### src/rtl/bpc_div.sv
// Pipelined restoring unsigned divider, one quotient bit per stage, with a
// sideband word that travels alongside. No dependencies.
module bpc_div #(
  parameter int unsigned W      = 32,
  parameter int unsigned SIDE_W = 1
) (
  input  logic              clk,
  input  logic              rst,
  input  logic              en,
  input  logic              in_valid,
  input  logic [W-1:0]      dividend,
  input  logic [W-1:0]      divisor,
  input  logic [SIDE_W-1:0] side_in,
  output logic              out_valid,
  output logic [W-1:0]      quotient,
  output logic [SIDE_W-1:0] side_out
);

  logic              vld [W+1];
  logic [W-1:0]      rm  [W+1];
  logic [W-1:0]      nq  [W+1];
  logic [W-1:0]      dv  [W+1];
  logic [SIDE_W-1:0] sd  [W+1];

  always_ff @(posedge clk) begin
    if (rst) begin
      vld[0] <= 1'b0;
    end else if (en) begin
      vld[0] <= in_valid;
    end
  end

  always_ff @(posedge clk) begin
    if (en) begin
      rm[0] <= '0;
      nq[0] <= dividend;
      dv[0] <= divisor;
      sd[0] <= side_in;
    end
  end

  for (genvar k = 0; k < W; k++) begin : g_step
    logic [W:0] trial;
    logic [W:0] diff;
    logic       ge;

    assign trial = {rm[k], nq[k][W-1]};
    assign diff  = trial - {1'b0, dv[k]};
    assign ge    = !diff[W];

    always_ff @(posedge clk) begin
      if (rst) begin
        vld[k+1] <= 1'b0;
      end else if (en) begin
        vld[k+1] <= vld[k];
      end
    end

    always_ff @(posedge clk) begin
      if (en) begin
        rm[k+1] <= ge ? diff[W-1:0] : trial[W-1:0];
        nq[k+1] <= {nq[k][W-2:0], ge};
        dv[k+1] <= dv[k];
        sd[k+1] <= sd[k];
      end
    end
  end

  assign out_valid = vld[W];
  assign quotient  = nq[W];
  assign side_out  = sd[W];

endmodule

### config.mk
export PLATFORM = sky130hd
export DESIGN_NAME = bpc_div
export DESIGN_NICKNAME = d
export VERILOG_FILES = /design/src/rtl/bpc_div.sv
export SDC_FILE = /design/constraint.sdc
export NUM_CORES = 2
export LEC_CHECK = 0
export CAP_MARGIN = 20
export CORE_ASPECT_RATIO = 1.75
export CORE_MARGIN = 1.5
export CORE_UTILIZATION = 33
export DETAILED_ROUTE_END_ITERATION = 8
export DONT_BUFFER_PORTS = 1
export PLACE_DENSITY = 0.52
export SLEW_MARGIN = 25
export SYNTH_ARGS = -nofsm -noshare
export SYNTH_HDL_FRONTEND = slang
export SYNTH_SLANG_ARGS = --single-unit
### constraint.sdc
create_clock -name clk -period 5.3 [get_ports clk]
set_clock_uncertainty 0.05 [all_clocks]
set_input_delay 0.265 -clock clk [delete_from_list [all_inputs] [get_ports clk]]
set_output_delay 0.265 -clock clk [all_outputs]
set_load 0.1 [all_outputs]
# Word level (Yosys, flattened, before mapping)
# Memories as Yosys holds them, arrays and structs flattened.
# Index checks and enable logic that the tools add are counted.
# Widths: inputs -> output; s select.
[classes]
add_sub_neg = 32
n_mux = 71
bitwise = 33
n_reduce_logical = 32
[op_table]
columns = ["op", "n"]
rows = [
  ["$sub 33x32->33", 32],
  ["$mux 32", 32],
  ["$mux 1", 39],
  ["$or 1x1->1", 33],
  ["$logic_not 1->1", 32],
]
[word_totals]
reg_bits = 0
ramBits = 3234
output_inout_bits = 34
word_cells = 173
memories = 5
[memory_table]
columns = ["memory", "depth", "word_bits", "read_ports", "rd_ports_with_merged_regs", "wr", "line_no", "rtl"]
rows = [
  ["dv", 33, 32, 32, 0, 33, "22", "logic [W-1:0] dv [W+1];"],
  ["nq", 33, 32, 33, 0, 33, "21", "logic [W-1:0] nq [W+1];"],
  ["rm", 33, 32, 32, 0, 33, "20", "logic [W-1:0] rm [W+1];"],
  ["sd", 33, 1, 33, 0, 33, "23", "logic [SIDE_W-1:0] sd [W+1];"],
  ["vld", 33, 1, 33, 0, 33, "19", "logic vld [W+1];"],
]

# Longest topological paths before layout
[depth]
depth_word = 4
depth_mapped = 16

# Worst setup path after synthesis
# Ideal clock, no wire load.
[synth_path]
path_type = "flip-flop to flip-flop"
start = "memory dv[5][0], in the netlist dv[0][160]"
end = "memory rm[6][25], in the netlist rm[0][217] (data pin)"
setup_ns = 0.260
arrival_time_ns = 3.577
t_required_ns = 4.990
setup_slack_ns = 1.413
path_stages_with_launch = 15
path_buffers = 1
period_less_slack_ns = 3.887
path_cell_list = "edfxtp_1 -> ha_1 -> fa_1 -> nor2b_1 -> o21ai_0 -> a21boi_1 -> o311ai_1 -> a21boi_1 -> a21oi_1 -> o41a_1 -> o21a_1 -> nor3_2 -> xor2_1 -> buf_2 -> mux2_2"
[synth_lines]
columns = ["item", "line_no"]
rows = [
  ["from (decl)", "22"],
  ["to (decl)", "20"],
]

==> summary.txt <==
Status - finished clean
Hold Vio Cnt, Final - 0
Total wire length - 337000 um
H-tree Lvls - 5
CP required - 5.92 ns
Total Routing Usage GR - 13.7%
Power, Total - 112 mW
Crit path buffers/inverters - 4
Fin crit period - 4.91 ns
Internal power - 72.4 mW
Max-slew violations - 0
Die Footprint - 478000 sq um
Worst hold path startpoint - nq[0][102]
Synthesized area per cell - 13.1 sq um
Synth Instances - 11900
# setup viols final - 0
Vias in the first global route - 98700
Max-Cap Viols - 0
Ys flop type - edfxtp_1
Buffers added on ports - 0
Vias - 91500
Sequential power share - 34.6%
Worst hold path type - reg2reg
Mapped cell area - 156000 sq um
CTS resizes - 0
I/O Pins - 103
Initial antenna violation count - 4
Crit path max fanout - 31
CTS Buf Count - 326
Non-filler cells, final - 18800
Slowest cell on crit path - a211oi_1
Final core utilization - 37.6%
Switch Pwr - 39.5 mW
DR pass1 iterations - 5
Max-Slew Margin vs Limit - 25.2%
DRC - 0
Netlist cell types - 94
Critical Path End Type - register
Die H - 914 um
Placed wire-length estimate - 249000 um
Worst-Skew Late Latency - 1.00 ns
Number of synthesized flops with an enable pin - 3138
Yosys reg bits - 3138
Comb power frac - 44.8%
Routed Antenna Nets - 0
Maximum VDD drop - 0.444 mV
Leakage - 70.2 nW
R2r startpoint - dv[0][672]
CP arrival - 5.53 ns
CP startpoint - dv[0][672]
Clk pin slew, worst setup/hold paths - 0.06 ns
Power share of the clock group - 20.6%
Initial Util - 33.1%
CP max stage delay - 0.46 ns
Fillers - 44900
Sw Share - 35.3%
Final setup TNS - 0 ns
Crit path max-delay family - compound AO/OA/AOI/OAI gates
DIE WIDTH - 523 um
Largest net degree at the start of global routing - 200
Share of cells above drive strength 1 - 11.5%
RSZ-0062 raised after global routing - no
Overflow after GRT - 0
Longest Clk Path Bufs - 4
FF/Latch Area - 94200 sq um
RePlAce Congestion - 0.903
Clock Sinks - 3138
Pwr dens - 630 nW/um^2
Seq/Total Area, Yosys - 60.3%
Vias/cell - 4.86
Worst-margin pin slew - 1.12 ns
Wire per inst - 17.9 um
Fin nets - 13400
Period utilization - 92.6%
Site Rows - 334
Core box area - 472000 sq um
Fmax - 0.204 GHz
Yosys warnings - 0
Post-placement cell count - 18100
R2R Setup Slk - 0.39 ns
CTS tree - yes
Async SR Flop Fraction - 0%
Crit Path Class - reg2reg
Initial DRC count - 3386
Root Driver - clkbuf_16
Worst-path cell chain - ha_1 -> fa_1 -> nor2b_1 -> o21ai_1 -> a211oi_1 -> o21ai_0 -> a41oi_1 -> buf_4 -> a41o_1 -> a221oi_2 -> o21ai_0 -> and3b_1 -> nor3_2 -> buf_12 -> inv_1 -> buf_4 -> mux2_2
First-pass GRT wire length - 517000 um
Startpoint Class - register
Area grow syn2layout - 13.6%
Footprint of the multi-input gates - 56900 sq um
==> synthesized netlist by cell type, types with 36 or more instances <==
library cell | number | share of area (%)
edfxtp_1 | 3138 | 60
nand4_1 | 96 | 0.38
mux2i_1 | 67 | 0.43
and2_1 | 68 | 0.27
nand2_1 | 525 | 1.3
nor2b_1 | 144 | 0.58
nor3_1 | 61 | 0.20
nand2b_1 | 125 | 0.50
or3_1 | 42 | 0.17
a211oi_1 | 49 | 0.24
a21o_1 | 538 | 2.6
nor2_1 | 431 | 1.0
clkbuf_1 | 170 | 0.41
o31a_1 | 45 | 0.25
a31oi_1 | 97 | 0.39
a21oi_1 | 808 | 2.6
o21ai_0 | 555 | 1.8
and4_1 | 36 | 0.20
inv_1 | 1230 | 3.0
nand3_1 | 175 | 0.56
xor2_1 | 266 | 1.5
buf_2 | 51 | 0.16
o21bai_1 | 88 | 0.42
ha_1 | 993 | 7.9
mux2_2 | 717 | 5.2
xnor2_1 | 565 | 3.2
o211ai_1 | 51 | 0.24
o21a_1 | 177 | 0.85
o31ai_1 | 49 | 0.24
and3_1 | 71 | 0.28
==> power groups by stage <==
stage,logic (mW),clock network [mW],registers [mW]
3_3_place_gp,49.9,0,39.3
5_1_grt,55.3,24.8,39.3
6_report,50.1,23.1,38.8
3_5_place_dp,50.5,0,39.3
2_1_floorplan,37.2,0,38.0
4_1_cts,50.9,24.0,38.8
==> through the flow <==
step                      area [sq um]  hold WS, ns  setup slack, ns
after floorplan                 156000        0.314             1.41
after global placement          165000        0.314            0.329
after detailed placement        166000        0.314            0.370
after CTS                       178000        0.237            0.321
after global routing            178000        0.305            0.115
final                           178000        0.321            0.394
==> layer usage <==
metal	global-route usage (%)	vias to the layer above	wire length [um]
li1	-	45000	-
met1	9.64	44400	94000
met2	31.1	1215	211000
met3	1.84	892	8900
met4	8.66	2	23100
met5	0	-	10
==> worst paths after layout <==
kind                              endpoint  cells past startpoint
worst min register to register  nq[0][135]                      0
worst max-delay path            rm[0][734]                     17
worst max register to register  rm[0][734]                     17
worst min-delay path            nq[0][135]                      0
==> worst register-to-register path, delay by kind of cell (launching register included) <==
kind                     cells  cell delay, ns
AND/OR/NAND/NOR              3            0.44
AO/OA/AOI/OAI                7            1.91
adder cells (fa/ha/maj)      2            0.66
buffers and inverters        4            0.75
multiplexers                 1            0.39
flip-flops                   1            0.39
==> final cells by class <==
class,count,share of cell area (%)
Sequential cell,3138,53.1
Timing Repair Buffer,304,1.98
Tap cell,6216,4.38
Clock inverter,194,1.14
Clock buffer,394,4.76
Multi-Input combinational cell,7329,32.1
Antenna cell,1,0.00141
Inverter,1230,2.60
==> cells by family (layout without fill, tap and decap cells) <==
kind of cell	Yosys count	after routing	share of synthesized area, %
AOI/OAI and AO/OA	2794	2794	11.5
xor gates and xnor gates	832	832	4.66
adders and majority gates	1023	1023	8.33
buffers and inverters	1464	2122	3.58
DFF	3138	3138	60.3
muxes	811	811	5.85
other	1	16	0.00240
and+or+nand+nor	1854	1854	5.82
==> cells in the final DEF, fill, tap and decap left out, drive strengths merged, types with 33 or more instances in the layout <==
master       count
edfxtp        3138
inv           1244
ha             993
a21oi          809
mux2           744
o21ai          573
xnor2          566
a21o           538
nand2          525
nor2           431
clkbuf         394
xor2           266
o21a           177
nand3          175
buf            170
nor2b          144
dlygate4sd3    134
clkinv         129
nand2b         125
a31oi           97
nand4           96
o21bai          88
and3            71
and2            69
mux2i           67
nor3            63
o211ai          51
o31ai           50
a211oi          49
o31a            45
or3             42
and4            36
a221oi          33
==> registers in the layout, summed over array words and instances (netlist names) <==
| name | flops |
|---|---|
| dv | 1024 |
| nq | 1056 |
| rm | 992 |
| sd | 33 |
| vld | 33 |
==> repair_timing <==
item                      4_1_cts  5_1_grt
hold buffers                  135        0
buffers inserted                0        0
hold endpoints to repair      456        0
No activity file was read; power rests on OpenSTA's default activity.
