[src/rtl/bpc_pkg.sv]
// Package for the pressure compensation block: calibration record, register
// indexes, formula constants and the arithmetic shift helper.
// No dependencies.
package bpc_pkg;

  localparam int unsigned DataW     = 32;
  localparam int unsigned CfgAddrW  = 5;
  localparam int unsigned TempW     = 28;
  localparam int unsigned RawTempW  = 16;
  localparam int unsigned RawPressW = 19;

  localparam logic [31:0] B6Offset = 32'd4000;
  localparam logic [31:0] B4Bias   = 32'd32768;
  localparam logic [31:0] B7Scale  = 32'd50000;
  localparam logic [31:0] PolyA    = 32'd3038;
  localparam logic [31:0] PolyB    = 32'hFFFF_E343; // -7357
  localparam logic [31:0] PolyC    = 32'd3791;
  localparam logic [31:0] RoundT   = 32'd8;
  localparam logic [31:0] RoundP   = 32'd2;

  typedef enum logic [2:0] {
    REG_AC1_AC2 = 3'd0,
    REG_AC3_AC4 = 3'd1,
    REG_AC5_AC6 = 3'd2,
    REG_B1_B2   = 3'd3,
    REG_MC_MD   = 3'd4,
    REG_OSS     = 3'd5
  } reg_idx_t;

  // calibration words, already widened to 32 bits, and the 2-bit oss setting
  typedef struct packed {
    logic [31:0] ac1;
    logic [31:0] ac2;
    logic [31:0] ac3;
    logic [31:0] ac4;
    logic [31:0] ac5;
    logic [31:0] ac6;
    logic [31:0] b1;
    logic [31:0] b2;
    logic [31:0] mc;
    logic [31:0] md;
    logic [1:0]  oss;
  } cal_t;

  function automatic logic [31:0] sra(input logic [31:0] v, input int unsigned s);
    logic signed [31:0] sv;
    sv = $signed(v);
    return 32'(sv >>> s);
  endfunction

endpackage

[src/rtl/bpc_regs.sv]
// APB calibration register file for the pressure compensation block.
// Depends on bpc_pkg.
module bpc_regs (
  input  logic                          clk,
  input  logic                          rst,
  input  logic                          psel,
  input  logic                          penable,
  input  logic                          pwrite,
  input  logic [bpc_pkg::CfgAddrW-1:0]  paddr,
  input  logic [31:0]                   pwdata,
  output logic [31:0]                   prdata,
  output bpc_pkg::cal_t                 cal
);

  logic [31:0] ac1_ac2, ac3_ac4, ac5_ac6, b1_b2, mc_md;
  logic [1:0]  oss;
  bpc_pkg::reg_idx_t idx;

  assign idx = bpc_pkg::reg_idx_t'(paddr[bpc_pkg::CfgAddrW-1:2]);

  always_ff @(posedge clk) begin
    if (rst) begin
      ac1_ac2 <= '0;
      ac3_ac4 <= '0;
      ac5_ac6 <= '0;
      b1_b2   <= '0;
      mc_md   <= '0;
      oss     <= '0;
    end else if (psel && penable && pwrite) begin
      case (idx)
        bpc_pkg::REG_AC1_AC2: ac1_ac2 <= pwdata;
        bpc_pkg::REG_AC3_AC4: ac3_ac4 <= pwdata;
        bpc_pkg::REG_AC5_AC6: ac5_ac6 <= pwdata;
        bpc_pkg::REG_B1_B2:   b1_b2   <= pwdata;
        bpc_pkg::REG_MC_MD:   mc_md   <= pwdata;
        bpc_pkg::REG_OSS:     oss     <= pwdata[1:0];
        default: ;
      endcase
    end
  end

  always_comb begin
    case (idx)
      bpc_pkg::REG_AC1_AC2: prdata = ac1_ac2;
      bpc_pkg::REG_AC3_AC4: prdata = ac3_ac4;
      bpc_pkg::REG_AC5_AC6: prdata = ac5_ac6;
      bpc_pkg::REG_B1_B2:   prdata = b1_b2;
      bpc_pkg::REG_MC_MD:   prdata = mc_md;
      bpc_pkg::REG_OSS:     prdata = {30'd0, oss};
      default:              prdata = '0;
    endcase
  end

  always_comb begin
    cal.ac1 = {{16{ac1_ac2[31]}}, ac1_ac2[31:16]};
    cal.ac2 = {{16{ac1_ac2[15]}}, ac1_ac2[15:0]};
    cal.ac3 = {{16{ac3_ac4[31]}}, ac3_ac4[31:16]};
    cal.ac4 = {16'd0, ac3_ac4[15:0]};
    cal.ac5 = {16'd0, ac5_ac6[31:16]};
    cal.ac6 = {16'd0, ac5_ac6[15:0]};
    cal.b1  = {{16{b1_b2[31]}}, b1_b2[31:16]};
    cal.b2  = {{16{b1_b2[15]}}, b1_b2[15:0]};
    cal.mc  = {{16{mc_md[31]}}, mc_md[31:16]};
    cal.md  = {{16{mc_md[15]}}, mc_md[15:0]};
    cal.oss = oss;
  end

endmodule

[config.mk]
export PLATFORM = sky130hd
export DESIGN_NAME = bpc_regs
export DESIGN_NICKNAME = d
export VERILOG_FILES = /design/src/rtl/bpc_pkg.sv /design/src/rtl/bpc_regs.sv
export SDC_FILE = /design/constraint.sdc
export NUM_CORES = 1
export LEC_CHECK = 0
export ABC_AREA = 1
export BUFFER_PORTS_ARGS = -buffer_cell sky130_fd_sc_hd__buf_2
export CAP_MARGIN = 0
export CORE_AREA = 3 3 152 154
export CTS_CLUSTER_DIAMETER = 120
export DETAILED_ROUTE_END_ITERATION = 6
export DIE_AREA = 0 0 155 157
export GPL_TIMING_DRIVEN = 1
export PLACE_DENSITY = 0.69
export SYNTH_ARGS = -nofsm -noshare
export SYNTH_HDL_FRONTEND = slang
export SYNTH_SLANG_ARGS = --single-unit
export TNS_END_PERCENT = 100
[constraint.sdc]
create_clock -name clk -period 1.9 [get_ports clk]
set_clock_uncertainty 0.1 [all_clocks]
set_input_delay 0.285 -clock clk [delete_from_list [all_inputs] [get_ports clk]]
set_output_delay 0.285 -clock clk [all_outputs]
set_load 0.02 [all_outputs]
* Word level (Yosys, flattened, before mapping)
Cells that the tools add are included.
** Operators by class
- Equal/unequal tests :: 5
- Multiplexer cells :: 1
- Reduce and logical (&&, ||, !) cells :: 9
** Operator list (count)
- one-hot mux 32 bit (6 select lines) :: 1
- AND reduction 2 bit :: 6
- equality test 3 x 2 -> 1 bit, second input constant :: 2
- equality test 3 bit, second input constant :: 2
- equality test 3 x 1 -> 1 bit, second input constant :: 1
- logical NOT 3 bit :: 1
- logical AND 1 bit :: 2
** Storage, ports and cells
- Register bits after elaboration :: 162
- Bits of input ports :: 42
- Output and inout bits :: 354
- Word-level logic and storage cells :: 21

* Logic depth before layout (Yosys ltp)
- Depth in word-level cells :: 3
- Depth in mapped cells :: 9

* Worst setup path before layout
No wires, ideal clock.
- Path type :: input port to output port
- From :: input port paddr[3] (netlist bit)
- To :: output port prdata[14]
- Arrival :: 1316 ps
- Required time :: 1515 ps
- Setup slack :: 199 ps
- Stages on the path :: 8
- Path buffers :: 3
- Cell sequence :: buf_2 -> nor2_2 -> buf_2 -> buf_2 -> nand3_1 -> nand2_1 -> nor2_1 -> nand2_1
** On the way
- Word-level cells in the longest chain between the ends :: 2
- Elaborated cells on any way between the ends :: 7
- Classes of those cells :: 5 x eq/ne; 1 x mux; 1 x reduce/logical
** RTL lines
- start: declaration :: RTL line bpc_regs.sv:9 : input logic [bpc_pkg::CfgAddrW-1:0] paddr,
- equality test 3 bit (tied with other cells) :: RTL line bpc_regs.sv:43 : case (idx)
- one-hot mux 32 bit (6 select lines) * :: RTL line bpc_regs.sv:43
- end: declaration :: RTL line bpc_regs.sv:11 : output logic [31:0] prdata,
Every way passes the cells marked *; elsewhere a longest branch is shown, timed or not.

* Worst setup path after layout
- From :: input port paddr[4] (netlist bit)
- To :: output port prdata[9]
Same word-level chain as after synthesis.

==> flow_summary.toml <==
[critical_path]
worst_path_largest_cell_delay_ps = 230
required_ps = 1510
cp-start-kind = "primary input"
critical_path_arrival_ps = 1420
worstPathMaxFanout = 18
crit_type = "primary input to primary output"
path_cells = "buf_2, inv_6, nand2_1, nor2_4, buf_12, nand2_1, nand2_1, inv_1, nand2_1, buf_2"
rrSetupSlack_ps = 1050
cp_common_cell = "nand2_1"
end_kind = "primary output"
critPathTopFamily = "buffers and inverters"
crit_slowest_cell = "nor2_4"
cp_num_buf_inv = 5

[grt]
grt_max_degree = 85
grt_pass1_vias = 7909
antenna_found_initial = 2
grt_overflow_total = 0
grt_util_all_layers_pct = 22.83
grt_pass1_wl_um = 44160

[final_layout]
multi_input_area_mm2 = 0.004155
utilization_pct = 51.60
fillers = 2259
fin_nets = 1733
drive_gt1_share_pct = 27.41
seq_area_mm2 = 0.003243
areaGrowthSynthToFinish_pct = 22.27

[die]
die_y_um = 157
start_util_pct = 42.20
rows = 54
die_w_um = 155
dieArea_mm2 = 0.02434
io_pins = 396
core_mm2 = 0.02182

[timing]
clock.fmax_mhz = 553.0
setup_tns_ps = 0
finalMaxSlewViolations = 0
hold_viol_final = 0
post-route-period-util_pct = 95.18
layout_min_cycle_time_ps = 1808
rsz0062_at_grt = "false"
setup_violations = 0

[placement]
port-buffer-count = 345
dp_hpwl_um = 21000
routabilityCongestion = 0.8142

[worst_hold_path]
min_path_type = "primary input to flop"

[clocking]
clk_pin_slew_ps = 70
cts_root_buf = "clkbuf_16"
clk_latency_ps = 420
cts_made_buffers = 17
cts_buffer_depth = 2
h-tree-depth = 4
cts.sinks = 162
tritoncts = "yes"

[detailed_routing]
drc_errors = 0
drt-initial-drc-count = 652
first_pass_iters = 5
vias_per_cell = 4.745
post_drt_wl_per_cell_um = 15.24
vias = 9424
wl_um = 30260
ant_nets = 0

[pwr]
p_leak_nw = 6.035
power_density_mw_per_mm2 = 688.7
p_total_mw = 7.755
peakVddDrop_mv = 0.5344

[logic_synthesis]
synth_seq_cells = 162
synth_cell_types = 20
netlist_area_mm2 = 0.009210
synth_top_area_cell = "dfxtp_1"
ys_warn_count = 0
seq_area_frac_synth_pct = 35.21
syn_inst = 1458
synth_top_area_share_pct = 35.21
avgSynthCellArea_um2 = 6.317
synthTopCellsByArea = "dfxtp_1, nor2_1, buf_4"

[status]
outcome = "finished clean"

[job]
max-cap-violations = 0
[Yosys cell counts, drive strengths merged]
library cell and number:
buf 233, conb 1, nor2 414, clkbuf 15
nand3 162, dfxtp 162, inv 100, a21oi 14
nand4 39, nand2 318
[layout by cell type (no fill, tap or decap)]
master      instances
dfxtp_1           162
clkinvlp_4          4
clkbuf_16          19
nor2_4             10
nor2_1            404
nand3_1           159
nand3_2             2
conb_1             48
a21oi_1            14
inv_1              95
inv_4               3
clkinv_4            4
nand2_1           316
inv_6               5
buf_12             21
nand4_1            39
nand3_4             1
diode_2             2
inv_2               1
buf_6               2
buf_2             345
inv_8               2
clkbuf_8            1
nand2_2             2
buf_4              45
[report_power, final]
group / total, mW / switching [mW] / internal, mW
sequential: 3.47 / 0.0339 / 3.44
combinational: 0.976 / 0.686 / 0.290
clock: 3.31 / 1.56 / 1.75
[final timing paths]
check | depth (start not counted) | to | start
max | 10 | prdata[9] | paddr[4]
min | 5 | b1_b2[25] | pwdata[25]
max reg2reg | 3 | ac3_ac4[31] | ac3_ac4[31]
min reg2reg | 2 | ac5_ac6[9] | ac5_ac6[9]
[final cells by class]
type	count	area share (%)
multi-input cells	995	36.90
flip-flops and latches	162	28.80
repair buffers	415	22.71
clock buffers	18	3.900
inverters	100	3.444
well taps	280	3.111
clock inverters	14	1.089
diodes	2	0.04444
[routing by layer]
metal	global-route usage (%)	part of all wire, %	vias up
met5	0	0	-
met3	3.712	8.7	36
met2	38.19	48	435
met4	7.611	1.8	0
met1	30.16	42	4218
li1	-	-	4735
[stage by stage]
step | instances | hold WS [ps] | area [µm²] | worst slack [ps]
3_3_place_gp | 1945 | 383.0 | 10590 | 44.56
4_1_cts | 1977 | 108.8 | 11150 | 34.67
6_report | 1986 | 130.9 | 11260 | 91.57
2_1_floorplan | 1505 | 434.7 | 9387 | 198.8
3_5_place_dp | 1945 | 386.2 | 10590 | 36.02
5_1_grt | 1986 | 144.5 | 11260 | 9.863
[sequential cells by signal, summed over array words and instances, names as in the netlist]
register,count
oss,2
ac3_ac4,32
ac5_ac6,32
ac1_ac2,32
mc_md,32
b1_b2,32
[worst min-delay path, stage by stage]
cell and delay, ps:
buf_2 70, inv_1 70, nand2_1 80, nand2_1 40
nor2_1 70
[what timing repair did]
item,CTS,global route
setup endpoints to repair,0,13
gates resized for setup,0,5
setup buffers,0,5
hold buffers,0,0
[kinds of logic after synthesis]
group / synth area share, %
compound gates: 0.7608
other cells: 0.04072
buf+inv: 21.94
flops: 35.21
simple gates: 42.05
Note: power is estimated with default switching activity, not from simulation.
