**config.mk**
```make
export PLATFORM = sky130hd
export DESIGN_NAME = bpc_corr
export DESIGN_NICKNAME = d
export VERILOG_FILES = /design/src/rtl/bpc_pkg.sv /design/src/rtl/bpc_corr.sv
export SDC_FILE = /design/constraint.sdc
export NUM_CORES = 2
export LEC_CHECK = 0
export BUFFER_PORTS_ARGS = -buffer_cell sky130_fd_sc_hd__buf_2
export CELL_PAD_IN_SITES_DETAIL_PLACEMENT = 1
export CELL_PAD_IN_SITES_GLOBAL_PLACEMENT = 2
export CORE_ASPECT_RATIO = 1.25
export CORE_MARGIN = 4
export CORE_UTILIZATION = 44
export DETAILED_ROUTE_END_ITERATION = 12
export PLACE_DENSITY_LB_ADDON = 0.1
export SLEW_MARGIN = 0
export SYNTH_ARGS = -nofsm -noshare
export SYNTH_HDL_FRONTEND = slang
export SYNTH_SLANG_ARGS = --single-unit
```
**constraint.sdc**
```tcl
create_clock -name clk -period 10.6 [get_ports clk]
set_clock_uncertainty 0.2 [all_clocks]
set_input_delay 2.12 -clock clk [delete_from_list [all_inputs] [get_ports clk]]
set_output_delay 2.12 -clock clk [all_outputs]
set_load 0.02 [all_outputs]
```
**src/rtl/bpc_pkg.sv**
```systemverilog
// Package for the pressure compensation block: calibration record, register
// indexes, formula constants and the arithmetic shift helper.
// No dependencies.
package bpc_pkg;

  localparam int unsigned DataW     = 32;
  localparam int unsigned CfgAddrW  = 5;
  localparam int unsigned TempW     = 28;
  localparam int unsigned RawTempW  = 16;
  localparam int unsigned RawPressW = 19;

  localparam logic [31:0] B6Offset = 32'd4000;
  localparam logic [31:0] B4Bias   = 32'd32768;
  localparam logic [31:0] B7Scale  = 32'd50000;
  localparam logic [31:0] PolyA    = 32'd3038;
  localparam logic [31:0] PolyB    = 32'hFFFF_E343; // -7357
  localparam logic [31:0] PolyC    = 32'd3791;
  localparam logic [31:0] RoundT   = 32'd8;
  localparam logic [31:0] RoundP   = 32'd2;

  typedef enum logic [2:0] {
    REG_AC1_AC2 = 3'd0,
    REG_AC3_AC4 = 3'd1,
    REG_AC5_AC6 = 3'd2,
    REG_B1_B2   = 3'd3,
    REG_MC_MD   = 3'd4,
    REG_OSS     = 3'd5
  } reg_idx_t;

  // calibration words, already widened to 32 bits, and the 2-bit oss setting
  typedef struct packed {
    logic [31:0] ac1;
    logic [31:0] ac2;
    logic [31:0] ac3;
    logic [31:0] ac4;
    logic [31:0] ac5;
    logic [31:0] ac6;
    logic [31:0] b1;
    logic [31:0] b2;
    logic [31:0] mc;
    logic [31:0] md;
    logic [1:0]  oss;
  } cal_t;

  function automatic logic [31:0] sra(input logic [31:0] v, input int unsigned s);
    logic signed [31:0] sv;
    sv = $signed(v);
    return 32'(sv >>> s);
  endfunction

endpackage

```
**src/rtl/bpc_corr.sv**
```systemverilog
// Final pressure correction polynomial, temperature rounding and result register.
// Depends on bpc_pkg.
module bpc_corr (
  input  logic                              clk,
  input  logic                              rst,
  input  logic                              en,
  input  logic                              in_valid,
  input  logic [31:0]                       quotient,
  input  logic [31:0]                       b5,
  input  logic                              err,
  input  logic                              big,
  output logic                              out_valid,
  output logic signed [bpc_pkg::TempW-1:0]  temperature_tenths,
  output logic signed [31:0]                pressure_pa,
  output logic                              divide_error
);

  logic [31:0] p, pa;
  logic [31:0] g_p, g_sq, g_x2, g_b5;
  logic        g_v, g_err;
  logic [31:0] h_p, h_x1, h_x2, h_b5;
  logic        h_v, h_err;
  logic [31:0] x2p, x1p, t_full, p_full;

  assign p   = big ? {quotient[30:0], 1'b0} : quotient;
  assign pa  = bpc_pkg::sra(p, 8);
  assign x2p = bpc_pkg::PolyB * p;
  assign x1p = g_sq * bpc_pkg::PolyA;

  always_ff @(posedge clk) begin
    if (rst) begin
      g_v <= 1'b0;
      h_v <= 1'b0;
      out_valid <= 1'b0;
    end else if (en) begin
      g_v <= in_valid;
      h_v <= g_v;
      out_valid <= h_v;
    end
  end

  always_ff @(posedge clk) begin
    if (en) begin
      g_p   <= p;
      g_sq  <= pa * pa;
      g_x2  <= bpc_pkg::sra(x2p, 16);
      g_b5  <= b5;
      g_err <= err;
      h_p   <= g_p;
      h_x1  <= bpc_pkg::sra(x1p, 16);
      h_x2  <= g_x2;
      h_b5  <= g_b5;
      h_err <= g_err;
    end
  end

  assign t_full = bpc_pkg::sra(h_b5 + bpc_pkg::RoundT, 4);
  assign p_full = h_p + bpc_pkg::sra(h_x1 + h_x2 + bpc_pkg::PolyC, 4);

  always_ff @(posedge clk) begin
    if (en) begin
      temperature_tenths <= h_err ? '0 : t_full[bpc_pkg::TempW-1:0];
      pressure_pa        <= h_err ? '0 : p_full;
      divide_error       <= h_err;
    end
  end

endmodule

```
## Word-level counts from Yosys, hierarchy flattened

Index checks and enable logic that the tools add are counted.
Widths: inputs -> output; s select.

- Register bits after elaboration: 274
- Input port bits: 70

- $add $sub $neg: 4
- Multiply operators: 3
- Muxes and demuxes: 1

Operator list:

| kind | count |
|---|---|
| $add 32x12->32 const B | 1 |
| $add 32x32->32 | 1 |
| $add 32x4->32 const B | 1 |
| $mul 14x32->32 const A | 1 |
| $mul 24x24->32 | 1 |
| $mul 32x11->31 const B | 1 |
| $mux 32 | 1 |
| $add 16x16->17 | 1 |

## Longest topological paths before layout

- Depth in word-level cells: 3
- Depth in mapped cells: 32

## Worst setup path before layout

No wires, ideal clock.

- Path type: input-to-reg
- From: input port big
- To: register g_sq[30] (data pin)
- Data arrival time: 9461 ps
- Path slack: 674 ps
- Stages: 26
- Buffers on the path: 3
- Cells stage by stage: clkbuf_1 clkbuf_1 buf_2 mux2i_1 clkinv_1 ha_1 fa_1 fa_1 inv_1 fa_1 inv_1 fa_1 fa_1 fa_1 inv_1 fa_1 inv_1 ha_1 a211oi_1 nand2_1 nor4_1 o31ai_1 o41ai_1 o22ai_1 o21ai_1 a31oi_1

- Longest elaborated chain between the ends: 2

RTL lines:

| item | RTL line | source |
|---|---|---|
| start: declaration | bpc_corr.sv:11 | `input logic big,` |
| $mux 32 | bpc_corr.sv:25 | `assign p = big ? {quotient[30:0], 1'b0} : quotient;` |
| via p[17] | bpc_corr.sv:18 | `logic [31:0] p, pa;` |
| $mul 24x24->32 | bpc_corr.sv:45 | `g_sq <= pa * pa;` |
| end signal: assignment | bpc_corr.sv:45 |  |
| end: declaration | bpc_corr.sv:19 | `logic [31:0] g_p, g_sq, g_x2, g_b5;` |

The timed path passes the listed nets, and every way through them passes these cells.
A chain may end at the register's enable or synchronous reset.

## Final worst setup path

- From: input port big
- To: register g_sq[30] (data pin)

- Longest elaborated chain between the ends: 2

RTL lines:

| item | RTL line |
|---|---|
| $mux 32 | bpc_corr.sv:25 |
| $mul 24x24->32 | bpc_corr.sv:45 |

No other way between the ends.

==> metrics.txt <==
slowest stage delay, CP 0.65 ns; # port buffers 128; R2R Setup Slk 4.14 ns; average cell area after synthesis 10.9 µm²; via count 21.6k; TritonRoute pass-1 iters 5; post-CTS setup buffer count 0; Cells after Synth 3061; cell mode on critical path fa_1; Worst Path Max Fanout 18; synthesized cell area 0.0332 mm²; Hold Startpoint g_b5[28]; hold-fix buffers at CTS 0; Initial Utilization 0.444; synth warn 0; RSZ-0062 raised after global routing false; FILL cells 8209; post-synth top area cell fa_1; largest net degree at the start of global routing 132; min Tclk post-route 9.97 ns; Starting DRT DRC Count 783; asr flop ratio synth 0; H-Tree Depth 1; R2R Path End h_x1[15]; final-stage net count 4266; first-pass GRT wire length 138 mm; wire per inst 20.3 µm; Worst Setup EP g_sq[30]; EDFF count, synth 262; Detailed Route WL 86.1 mm; Area Growth Syn to Fin 9.87%; clk buf depth 3; Pins Over Slew Limit 0; CTS tree built; Post-CTS Resized 0; Sum Neg Setup Slack 0 ns; Final Hold Vio Count 0; post-synth cell types 72; routed vias/inst 5.10; Placer Congestion 0.870; headroom to the max-slew limit 0.215; Clock Latency Late Sink 0.59 ns; critical path launch point big; Detailed Place HPWL 72.9 mm; CTS Buf Count 31; layout cells sized above 1 0.0814; synth top area cells fa_1 34%, edfxtp_1 24%, ha_1 15%, inv_1 9.4%, xnor2_1 3.0%; core region area 0.0748 mm²; DIE HEIGHT 315 µm; worst hold-check path type flop to flop; status completed; Setup-failing EPs final 0; Seq/Total Area, Yosys 0.238; initial antenna violation count 2; vias in the first global route 25.1k; DRT antenna net count 0; CTS root buf clkbuf_16; fmax 100 MHz; Total Routing Usage GR 0.222; Worst-Margin Slew 1.17 ns; chip width 254 µm; # rows 112; DRC violations left 0; overflow left after global routing 0; Seq cells post-synth 265; Clock Pin Slew Worst Setup and Hold Paths 0.06 ns; top cell type's share of synthesized area 0.337; crit share post-route 0.940; reg2reg start g_sq[5]; dominant synthesized flop cell edfxtp_1; clock sinks 265; maxcap violations 0; arrival time at the worst endpoint 10.18 ns; WP data required 10.82 ns; slowest CP cell o41ai_1; Die Area 0.0800 mm²; I/O pins 132; Worst setup EP type flop; kind of critical path primary input to flop; Worst Setup Start Kind primary input; worst r2r path cells 20
routing by layer:
metal	up-vias	global-route usage	part of all wire
li1	9943	-	-
met3	98	0.0130	0.024
met2	279	0.422	0.54
met5	-	0	0.00015
met1	11279	0.271	0.40
met4	2	0.0609	0.031
worst max-delay path: cells and delay by family:
family / cells / cell delay, ns
and+or+nand+nor: 3 / 0.78
muxes: 1 / 0.30
adders and majority gates: 8 / 3.83
buffers and inverters: 7 / 1.34
AOI/OAI and AO/OA: 7 / 1.78
flip-flops by register name (all words and copies together) (netlist names):
signal,count
h_err,1
temperature_tenths,28
h_p,32
h_x2,16
g_p,32
h_x1,16
g_sq,29
out_valid,1
g_err,1
g_x2,16
h_b5,29
h_v,1
g_b5,29
divide_error,1
pressure_pa,32
g_v,1
final cells by class:
| class | count | area (µm²) | share of cell area |
|---|---|---|---|
| multi-input cells | 1916 | 22000 | 0.603 |
| flip-flops and latches | 265 | 7930 | 0.217 |
| inverters | 841 | 3160 | 0.0864 |
| well taps | 969 | 1210 | 0.0332 |
| repair buffers | 188 | 1110 | 0.0305 |
| clock buffers | 37 | 808 | 0.0221 |
| clock inverters | 21 | 289 | 0.00791 |
| diodes | 1 | 2.50 | 0.0000685 |
cells by family (layout without fill, tap and decap cells):
group                    count (synthesis)  after routing  share of synthesized area
buffers and inverters                  882           1087                     0.0997
adder cells (fa/ha/maj)                953            953                      0.485
AO/OA/AOI/OAI                          275            275                     0.0575
XOR/XNOR                               174            174                     0.0463
multiplexers                            35             35                     0.0107
other                                    1              4                   0.000113
AND/OR/NAND/NOR                        476            476                     0.0621
flip-flops                             265            265                      0.238
cells in the mapped netlist (3+ instances only):
library cell,n
mux2_2,3
o211ai_1,6
a211oi_1,17
a41o_1,4
clkinv_1,11
o31ai_1,7
a21o_1,38
nand3_1,21
edfxtp_1,262
nor2_1,204
nor2b_1,10
ha_1,393
xor2_1,57
and4_1,6
o21bai_1,10
buf_2,4
or2_2,8
nand2b_1,7
dfxtp_1,3
fa_1,560
inv_1,830
nor4_1,3
nand4_1,9
mux2i_1,32
nand2_1,149
or3_1,10
a221oi_1,3
o21ai_0,36
o2111ai_1,3
clkbuf_1,37
xnor2_1,115
and3_1,11
nor3_1,26
a21oi_1,68
a31oi_1,9
o21a_1,20
a2111oi_0,3
and2_1,6
o21ai_1,3
a41oi_1,15
o31a_1,3
stage by stage:
step | hold WS [ns] | utilization | instance area (µm²) | std cells | worst slack (ns)
CTS | 0.220 | 0.488 | 36500 | 4237 | 0.705
floorplan | 0.200 | - | 33300 | 3063 | 0.674
global placement | 0.202 | 0.473 | 35400 | 4179 | 0.329
global route | 0.224 | 0.488 | 36500 | 4238 | 0.232
finish | 0.218 | 0.488 | 36500 | 4238 | 0.633
detailed placement | 0.206 | 0.473 | 35400 | 4179 | 0.120
layout by cell type, fill, tap and decap left out, types with 21 or more instances in the layout:
cell / n
inv_1: 830
fa_1: 560
ha_1: 393
edfxtp_1: 262
nor2_1: 204
nand2_1: 149
buf_2: 127
xnor2_1: 115
a21oi_1: 68
buf_4: 59
xor2_1: 57
a21o_1: 38
o21ai_0: 36
clkbuf_16: 31
mux2i_1: 30
nor3_1: 26
nand3_1: 21
how the worst min path moves through the flow:
stage               slack, ns        to  depth (start not counted)
finish                   0.22  h_b5[28]                          0
floorplan                0.20  h_b5[10]                          0
global placement         0.20  h_b5[28]                          0
CTS                      0.22  h_x2[15]                          0
detailed placement       0.21  h_x2[15]                          0
global route             0.22  h_b5[29]                          0
Power is left out: the tool's default activity adds up to more than one toggle a clock period on the data nets, which glitch-free logic cannot reach.
